## config.mk

```make
export PLATFORM = sky130hd
export DESIGN_NAME = top_k_sorted_insert
export DESIGN_NICKNAME = d
export VERILOG_FILES = /design/src/hdl/tksi_pkg.sv /design/src/hdl/top_k_sorted_insert.sv /design/src/hdl/tksi_store.sv
export SDC_FILE = /design/constraint.sdc
export NUM_CORES = 1
export LEC_CHECK = 0
export ABC_AREA = 0
export BUFFER_PORTS_ARGS = -buffer_cell sky130_fd_sc_hd__buf_2
export CORE_ASPECT_RATIO = 0.75
export CORE_UTILIZATION = 50
export DETAILED_ROUTE_END_ITERATION = 6
export PLACE_DENSITY = 0.66
export SLEW_MARGIN = 5
export SYNTH_ARGS = -nofsm -noshare
export SYNTH_HDL_FRONTEND = slang
export SYNTH_SLANG_ARGS = --single-unit
```

## constraint.sdc

```tcl
create_clock -name clk -period 10.9 [get_ports clk]
set_input_delay 1.635 -clock clk [delete_from_list [all_inputs] [get_ports clk]]
set_output_delay 1.635 -clock clk [all_outputs]
set_load 0.1 [all_outputs]
```

## src/hdl/tksi_pkg.sv

```systemverilog
// ----------------------------------------------------------------------------
// tksi_pkg
// Types and constants shared by the top-k sorted insertion list.
// ----------------------------------------------------------------------------
`default_nettype none

package tksi_pkg;

  localparam logic [1:0] CMD_INSERT = 2'd0;
  localparam logic [1:0] CMD_READ   = 2'd1;
  localparam logic [1:0] CMD_CLEAR  = 2'd2;

  localparam logic [4:0] MAX_ENTRIES_RESET = 5'd16;

  typedef struct packed {
    logic [1:0]  cmd;
    logic [31:0] new_score;
    logic [31:0] new_tag;
    logic [3:0]  read_index;
  } req_t;

  typedef struct packed {
    logic        accepted;
    logic [3:0]  placed_at;
    logic [4:0]  entry_count;
    logic        read_valid;
    logic [31:0] read_score;
    logic [31:0] read_tag;
  } rsp_t;

  typedef struct packed {
    logic [31:0] score;
    logic [31:0] tag;
  } entry_t;

endpackage

`default_nettype wire

```

## src/hdl/top_k_sorted_insert.sv

```systemverilog
// ----------------------------------------------------------------------------
// top_k_sorted_insert
// Keeps the best-scoring (score, tag) entries in descending score order.
// ----------------------------------------------------------------------------
// The list takes a new entry while it holds fewer than max_entries entries,
// read as 1 when zero and capped at LIST_DEPTH; entries are ranked by unsigned
// Q16.16 score with rank 0 the best; among equal scores the older entry stays
// ahead. The block works on one item at a time and holds req_stall high until
// that item's result is placed in the output register. An insert into a full
// list is first compared with the last entry and is rejected unless its score
// is higher. The insertion walk moves one entry per cycle, as the entry memory
// has a single read port. Each item waits longer while the previous result is
// still stalled in the output register. Clearing only resets the count, so no
// memory sweep is needed after reset. The configuration port is always ready.
`default_nettype none

module top_k_sorted_insert #(
  parameter int LIST_DEPTH = 16
) (
  input  wire logic           clk,
  input  wire logic           rst,
  input  wire logic           req_valid,
  output logic                req_stall,
  input  wire tksi_pkg::req_t req,
  output logic                rsp_valid,
  input  wire logic           rsp_stall,
  output tksi_pkg::rsp_t      rsp,
  input  wire logic           cfg_valid,
  output logic                cfg_ready,
  input  wire logic [4:0]     cfg_data
);

  localparam int AW = (LIST_DEPTH > 1) ? $clog2(LIST_DEPTH) : 1;
  localparam int HW = $clog2(LIST_DEPTH + 1);

  typedef enum logic [2:0] {
    S_IDLE,
    S_CHK_LAST,
    S_SHIFT_RD,
    S_SHIFT_CMP,
    S_PLACE,
    S_RD_WAIT,
    S_FINISH
  } state_t;

  state_t            state;
  logic [HW-1:0]     held_count;
  logic [4:0]        max_entries;
  logic [AW-1:0]     pos;
  logic [31:0]       cur_score;
  logic [31:0]       cur_tag;
  tksi_pkg::rsp_t    res;
  tksi_pkg::rsp_t    rsp_next;
  logic [31:0]       limit;
  logic              req_xfer;
  logic              rsp_free;

  logic              we;
  logic [AW-1:0]     waddr;
  tksi_pkg::entry_t  wdata;
  logic [AW-1:0]     raddr;
  tksi_pkg::entry_t  rdata;

  tksi_store #(
    .DEPTH (LIST_DEPTH),
    .AW    (AW)
  ) u_store (
    .clk   (clk),
    .we    (we),
    .waddr (waddr),
    .wdata (wdata),
    .raddr (raddr),
    .rdata (rdata)
  );

  assign req_stall = (state != S_IDLE);
  assign req_xfer  = req_valid && !req_stall;
  assign rsp_free  = !rsp_valid || !rsp_stall;
  assign cfg_ready = 1'b1;

  always_comb begin
    if (max_entries == 5'd0) begin
      limit = 32'd1;
    end else if (32'(max_entries) > 32'(LIST_DEPTH)) begin
      limit = 32'(LIST_DEPTH);
    end else begin
      limit = 32'(max_entries);
    end
  end

  always_comb begin
    rsp_next             = res;
    rsp_next.entry_count = 5'(held_count);
  end

  always_comb begin
    we    = 1'b0;
    waddr = pos;
    wdata = rdata;
    raddr = pos - AW'(1);
    case (state)
      S_IDLE: begin
        if (req.cmd == tksi_pkg::CMD_READ) begin
          raddr = AW'(req.read_index);
        end else begin
          raddr = AW'(held_count - HW'(1));
        end
      end
      S_SHIFT_CMP: begin
        if (rdata.score < cur_score) begin
          we    = 1'b1;
          raddr = pos - AW'(2);
        end
      end
      S_PLACE: begin
        we          = 1'b1;
        wdata.score = cur_score;
        wdata.tag   = cur_tag;
      end
      default: begin
      end
    endcase
  end

  always_ff @(posedge clk) begin
    if (rst) begin
      state       <= S_IDLE;
      held_count  <= '0;
      max_entries <= tksi_pkg::MAX_ENTRIES_RESET;
      rsp_valid   <= 1'b0;
    end else begin
      if (cfg_valid && cfg_ready) begin
        max_entries <= cfg_data;
      end
      if (rsp_valid && !rsp_stall && state != S_FINISH) begin
        rsp_valid <= 1'b0;
      end
      case (state)
        S_IDLE: begin
          if (req_xfer) begin
            cur_score <= req.new_score;
            cur_tag   <= req.new_tag;
            res       <= '0;
            case (req.cmd)
              tksi_pkg::CMD_INSERT: begin
                if (32'(held_count) < limit) begin
                  pos        <= AW'(held_count);
                  held_count <= held_count + HW'(1);
                  state      <= S_SHIFT_RD;
                end else begin
                  pos   <= AW'(held_count - HW'(1));
                  state <= S_CHK_LAST;
                end
              end
              tksi_pkg::CMD_READ: begin
                if (32'(req.read_index) < 32'(held_count)) begin
                  state <= S_RD_WAIT;
                end else begin
                  state <= S_FINISH;
                end
              end
              tksi_pkg::CMD_CLEAR: begin
                held_count <= '0;
                state      <= S_FINISH;
              end
              default: begin
                state <= S_FINISH;
              end
            endcase
          end
        end
        S_CHK_LAST: begin
          if (cur_score <= rdata.score) begin
            state <= S_FINISH;
          end else begin
            state <= S_SHIFT_RD;
          end
        end
        S_SHIFT_RD: begin
          if (pos == '0) begin
            state <= S_PLACE;
          end else begin
            state <= S_SHIFT_CMP;
          end
        end
        S_SHIFT_CMP: begin
          if (rdata.score < cur_score) begin
            pos <= pos - AW'(1);
            if (pos == AW'(1)) begin
              state <= S_PLACE;
            end
          end else begin
            state <= S_PLACE;
          end
        end
        S_PLACE: begin
          res.accepted  <= 1'b1;
          res.placed_at <= 4'(pos);
          state         <= S_FINISH;
        end
        S_RD_WAIT: begin
          res.read_valid <= 1'b1;
          res.read_score <= rdata.score;
          res.read_tag   <= rdata.tag;
          state          <= S_FINISH;
        end
        S_FINISH: begin
          if (rsp_free) begin
            rsp       <= rsp_next;
            rsp_valid <= 1'b1;
            state     <= S_IDLE;
          end
        end
        default: begin
          state <= S_IDLE;
        end
      endcase
    end
  end

endmodule

`default_nettype wire

```

## src/hdl/tksi_store.sv

```systemverilog
// ----------------------------------------------------------------------------
// tksi_store
// Entry memory with one write port and one read port; read data is registered.
// ----------------------------------------------------------------------------
`default_nettype none

module tksi_store #(
  parameter int DEPTH = 16,
  parameter int AW    = 4
) (
  input  wire logic             clk,
  input  wire logic             we,
  input  wire logic [AW-1:0]    waddr,
  input  wire tksi_pkg::entry_t wdata,
  input  wire logic [AW-1:0]    raddr,
  output tksi_pkg::entry_t      rdata
);

  tksi_pkg::entry_t mem [DEPTH];

  always_ff @(posedge clk) begin
    if (we) begin
      mem[waddr] <= wdata;
    end
    rdata <= mem[raddr];
  end

endmodule

`default_nettype wire

```

### Word-level counts from Yosys, hierarchy flattened

Memories as Yosys holds them, arrays and structs flattened. A register that Yosys moved wholly into a read port is not among the register bits.
Index checks and enable logic that the tools add are counted.

| cells by class | value |
|---|---|
| $add $sub $neg | 4 |
| magnitude comparators | 5 |
| equal/unequal tests | 16 |
| multiplexer cells | 33 |
| bitwise gates (word level) | 1 |
| reduce and logical (&&, ||, !) cells | 24 |

Operator list:

| cell | count |
|---|---|
| case mux 65 bit (2 select lines) | 1 |
| two-way mux 75 bit | 1 |
| two-way mux 64 bit | 1 |
| less-or-equal comparator 32 bit | 1 |
| < comparator 32 bit | 1 |
| < comparator 5 x 32 -> 1 bit | 1 |
| two-way mux 32 bit | 1 |
| two-way mux 4 bit | 6 |
| case mux 5 bit (2 select lines) | 2 |
| two-way mux 3 bit | 6 |
| case mux 3 bit (6 select lines) | 1 |
| case mux 4 bit (2 select lines) | 2 |
| AND reduction 3 bit | 5 |
| two-way mux 5 bit | 2 |
| == test 3 bit (second input constant) | 3 |
| != test 2 bit (second input constant) | 4 |
| nonzero test 2 bit | 4 |
| subtractor 4 x 1 -> 4 bit (second input constant) | 2 |
| == test 3 x 2 -> 1 bit (second input constant) | 2 |
| two-way mux 1 bit | 6 |
| != test 3 bit (second input constant) | 2 |
| case mux 3 bit (2 select lines) | 1 |
| adder 5 x 1 -> 5 bit (second input constant) | 1 |
| greater-than comparator 5 bit (second input constant) | 1 |
| 21 further kinds | 26 |

| word-level totals | value |
|---|---|
| register bits | 227 |
| bits in writable memories | 1,024 |
| bits of input ports | 80 |
| logic and storage cells | 102 |
| memories | 1 |

Memory list:

| memory | depth | width | rd ports | clocked after Yosys merged registers in | write ports | line | RTL |
|---|---|---|---|---|---|---|---|
| u_store.mem | 16 | 64 | 1 | 1 | 1 | tksi_store.sv:19 | `tksi_pkg::entry_t mem [DEPTH];` |

### Logic depth before layout (Yosys ltp)

| logic depth | value |
|---|---|
| depth after elaboration | 8 |
| mapped depth | 14 |
| depth with buffers taken out | 11 |

### Modules after synthesis

Synthesis repeated with hierarchy kept, for this count alone.

| unflattened totals | value |
|---|---|
| cell total of the unflattened synthesis | 2,353 |
| area, all modules | 49,372.4 µm² |

Modules (own cells, without submodules):

| module | instances | cells an instance | area each (µm²) |
|---|---|---|---|
| tksi_store | 1 | 1,647 | 39,581.7 |
| top_k_sorted_insert | 1 | 706 | 9,790.6 |

### Worst setup path after synthesis

No wires, ideal clock.

| path | value |
|---|---|
| kind | register -> register |
| start | register cur_score[14] |
| end | memory u_store.mem[0][0] (netlist name) (enable) |
| setup time | 0.645 ns |
| arrival | 8.125 ns |
| data required time | 10.255 ns |
| slack | 2.130 ns |
| cell stages (with the launch flop) | 10 |
| period minus slack after synthesis | 8.770 ns |
| cells stage by stage | edfxtp_1 inv_1 ha_1 a21oi_1 nand2_1 a221o_1 o31a_2 nor3_4 nor2_1 nor4_1 |

| on the way | value |
|---|---|
| cells in the longest elaborated chain, start to end | 5 |

RTL lines:

| item | line | RTL |
|---|---|---|
| from (decl) | top_k_sorted_insert.sv:50 | `logic [31:0] cur_score;` |
| from (signal assigned) | top_k_sorted_insert.sv:141 | `cur_score <= req.new_score;` |
| < comparator 32 bit | top_k_sorted_insert.sv:110 | `if (rdata.score < cur_score) begin` |
| two-way mux 1 bit | top_k_sorted_insert.sv:110 |  |
| case mux 1 bit (2 select lines) | top_k_sorted_insert.sv:101 | `case (state)` |
| two-way mux 1 bit | tksi_store.sv:22 | `if (we) begin` |
| two-way mux 1 bit (implied by the code) | tksi_store.sv:23 | `mem[waddr] <= wdata;` |
| to (decl) | tksi_store.sv:19 |  |

No other way between the ends.

### Worst setup path after layout

| path | value |
|---|---|
| start | register cur_score[15] |
| end | register u_store.rdata[28] (netlist name) |

| on the way | value |
|---|---|
| cells in the longest elaborated chain, start to end | 3 |

RTL lines:

| item | line |
|---|---|
| < comparator 32 bit | top_k_sorted_insert.sv:110 |
| two-way mux 4 bit | top_k_sorted_insert.sv:110 |
| case mux 4 bit (2 select lines) | top_k_sorted_insert.sv:101 |

No other way between the ends.
A chain may end at the register's enable or synchronous reset.

==> results.json <==
{
  "tritoncts_num_sinks": 1315,
  "slew_headroom_pct": 18.2,
  "count_of_antenna_diodes_in_the_layout": 0,
  "avgViaCountPerCell": 5.88,
  "slowest_delay_ns": 0.75,
  "netlist_instances": 2730,
  "kind_of_critical_path": "flop to flop",
  "yosysWarnings": 0,
  "placement.io_buffers": 156,
  "final_hold_viol_count": 0,
  "post_route_fraction_of_the_period_consumed_by_the_critical_path_pct": 49.9,
  "cellPowerDensity_nw_per_um2": 249,
  "routed_wl_um": 117000,
  "synth_top_cell_area_share_pct": 73.8,
  "drive_gt1_share_pct": 16.5,
  "mostFrequentLayoutCell": "sky130_fd_sc_hd__edfxtp_1",
  "synth_async_sr_flop_share_pct": 0,
  "grt_antenna_before_repair": 4,
  "clk_pin_slew_worst_paths_ns": 0.06,
  "share_of_the_yosys_chip_area_belonging_to_registers_pct": 76.9,
  "cts_tree": "yes",
  "drc": 0,
  "critical_path_sink_type": "flop",
  "postSynth.topFlopCell": "sky130_fd_sc_hd__edfxtp_1",
  "die_width_um": 368,
  "fp.dieH_um": 277,
  "cp_top_family": "buffers and inverters",
  "gr-usage-all-layers_pct": 22.7,
  "postSynthNetCount": 2858,
  "design.core.area_um2": 99500,
  "cpMostUsedCell": "sky130_fd_sc_hd__buf_12",
  "path_cells": "inv_1 -> ha_1 -> nand4_1 -> nor4_1 -> a21boi_1 -> o31a_2 -> nor3_4 -> a211oi_4 -> buf_12 -> buf_12 -> mux2i_1 -> a22oi_1 -> and4_1",
  "cts.repair.resized": 0,
  "route.top_layer_used": "met4",
  "clock-skew-final_ns": 0.0275,
  "synth_enable_flop_cells": 1237,
  "endpoint_arrival_time_on_the_critical_path_ns": 6.06,
  "hold_path_class": "flop to flop",
  "final_nets": 3053,
  "ir_drop_uv": 399,
  "drt.antenna.violating_nets": 0,
  "ioPinCount": 158,
  "timing.final.max_slew_violations": 0,
  "status": "completed",
  "register_bit_total_from_synthesis": 1315,
  "area.growth.synth_to_final_pct": 12.3,
  "avgRoutedWirePerCell_um": 26.8,
  "power.static_leakage_uw": 0.0193,
  "core.rowCount": 100,
  "wl_met2_um": 56100,
  "yosys.cell_types.count": 53,
  "worst_pin_slew_ns": 1.22,
  "initial_standard_cell_utilization_of_the_core_pct": 50.6,
  "crit_path_start_kind": "flop",
  "synth_area_leaders": "sky130_fd_sc_hd__edfxtp_1 74%, sky130_fd_sc_hd__mux2i_1 10%, sky130_fd_sc_hd__a22oi_1 3.8%, sky130_fd_sc_hd__dfxtp_1 3.1%, sky130_fd_sc_hd__mux2_2 1.4%",
  "final.setup.tns_ns": 0,
  "cts-htree-levels": 3,
  "wire_length_of_the_first_global_routing_pass_um": 169000,
  "mappedNetlistArea_um2": 50300,
  "cts_made_buffers": 118,
  "f_max_mhz": 184,
  "clock_latency_ns": 0.73,
  "largest_net_degree_at_the_start_of_global_routing": 138,
  "max-clock-path-buffers": 3,
  "post-route-min-period_ns": 5.44,
  "postCtsHoldBufs": 0,
  "crit_buf_inv": 3,
  "most_frequent_cells_in_the_layout": "1237 x sky130_fd_sc_hd__edfxtp_1, 520 x sky130_fd_sc_hd__mux2i_1, 258 x sky130_fd_sc_hd__a22oi_1",
  "critical_path.slowest_cell": "sky130_fd_sc_hd__buf_12",
  "fillcell_total": 7441,
  "grt_remaining_overflow": 0,
  "drt_iter0_markers": 2535,
  "setup_repair_after_global_routing_missed_its_margin": "no",
  "max_cap_viol_count": 0,
  "detail_route.wirelength.met1_um": 50700,
  "postCtsSetupBuffers": 0,
  "ctsRootBufferMaster": "sky130_fd_sc_hd__clkbuf_16",
  "vias": 25600,
  "post_synth.cell_area_avg_um2": 18.4,
  "number_of_detailed_routing_iterations_run_before_antenna_repair": 5,
  "gp_congestion": 0.797,
  "fin_total_pwr_uw": 14100,
  "worst-path-max-fanout": 137,
  "final_hpwl_from_detailed_placement_um": 59200,
  "critical_path_required_ns": 11.52,
  "met3_wirelength_um": 7370,
  "synthDominantAreaCellType": "sky130_fd_sc_hd__edfxtp_1",
  "setup_viol": 0,
  "via_count_of_the_first_global_routing_pass": 25500,
  "floorplan.die_area_um2": 102000
}
[state kept, by name, indices dropped and copies added (netlist names)]
name           cells
cur_score         32
cur_tag           32
held_count         5
max_entries        5
pos                4
res               70
rsp               75
rsp_valid          1
state              3
u_store.mem     1024
u_store.rdata     64
[metrics by stage]
| stage | hold WS [ns] | util (%) | setup WS [ns] | cells | area [um^2] |
|---|---|---|---|---|---|
| after floorplan | 0.400 | - | 2.13 | 2730 | 50300 |
| after global placement | 0.401 | 52.9 | 5.59 | 4131 | 52600 |
| after detailed placement | 0.405 | 52.9 | 5.52 | 4131 | 52600 |
| after CTS | 0.419 | 56.8 | 5.49 | 4356 | 56500 |
| after global routing | 0.425 | 56.8 | 5.25 | 4356 | 56500 |
| final | 0.418 | 56.8 | 5.46 | 4356 | 56500 |
[final cells by class]
cell class	instances	area [um^2]	share of cell area (%)
sequential	1315	38700	68.5
multi-input combinational	1230	10800	19.1
clock buffer	145	3180	5.62
tap	1326	1660	2.94
timing repair buffer	210	1240	2.19
clock inverter	80	747	1.32
inverter	50	188	0.332
[layer usage]
metal | GRT usage (%) | up-vias
met3 | 3.42 | 171
met5 | 0 | -
met1 | 32.5 | 13300
met2 | 36.6 | 907
li1 | - | 11300
met4 | 5.42 | 0
[final timing paths]
path,endpoint,slack (ns),from,cells after the start
max,u_store.rdata[28],5.46,cur_score[15],13
min,rsp[64],0.42,res[64],0
max reg2reg,u_store.rdata[28],5.46,cur_score[15],13
min reg2reg,rsp[64],0.42,res[64],0
[kinds of logic (layout without fill, tap and decap cells)]
| logic type | Yosys count | count (layout) | share of synthesized area, % |
|---|---|---|---|
| mux | 584 | 584 | 11.8 |
| other cells | 1 | 1 | 0.00745 |
| compound gates | 340 | 340 | 4.87 |
| flops | 1315 | 1315 | 76.9 |
| fa+ha+maj | 48 | 48 | 1.19 |
| buf+inv | 185 | 485 | 1.90 |
| simple gates | 249 | 249 | 3.20 |
| xor+xnor | 8 | 8 | 0.139 |
[cell usage after synthesis (17+ instances only)]
master	number
sky130_fd_sc_hd__nor2_1	33
sky130_fd_sc_hd__inv_1	49
sky130_fd_sc_hd__and2_1	69
sky130_fd_sc_hd__dfxtp_1	78
sky130_fd_sc_hd__buf_2	61
sky130_fd_sc_hd__edfxtp_1	1237
sky130_fd_sc_hd__nand2_1	28
sky130_fd_sc_hd__a22oi_1	258
sky130_fd_sc_hd__buf_4	23
sky130_fd_sc_hd__clkbuf_1	36
sky130_fd_sc_hd__mux2i_1	520
sky130_fd_sc_hd__mux2_2	64
sky130_fd_sc_hd__and4_1	67
sky130_fd_sc_hd__a21oi_1	33
sky130_fd_sc_hd__ha_1	48
sky130_fd_sc_hd__o21ai_0	17
[power by group]
part           switching (uW)  internal (uW)
Sequential                162           6470
Combinational            2150           1140
Clock                    1840           2340
Total                    4140           9960
Power figures use the tool's default switching activity.
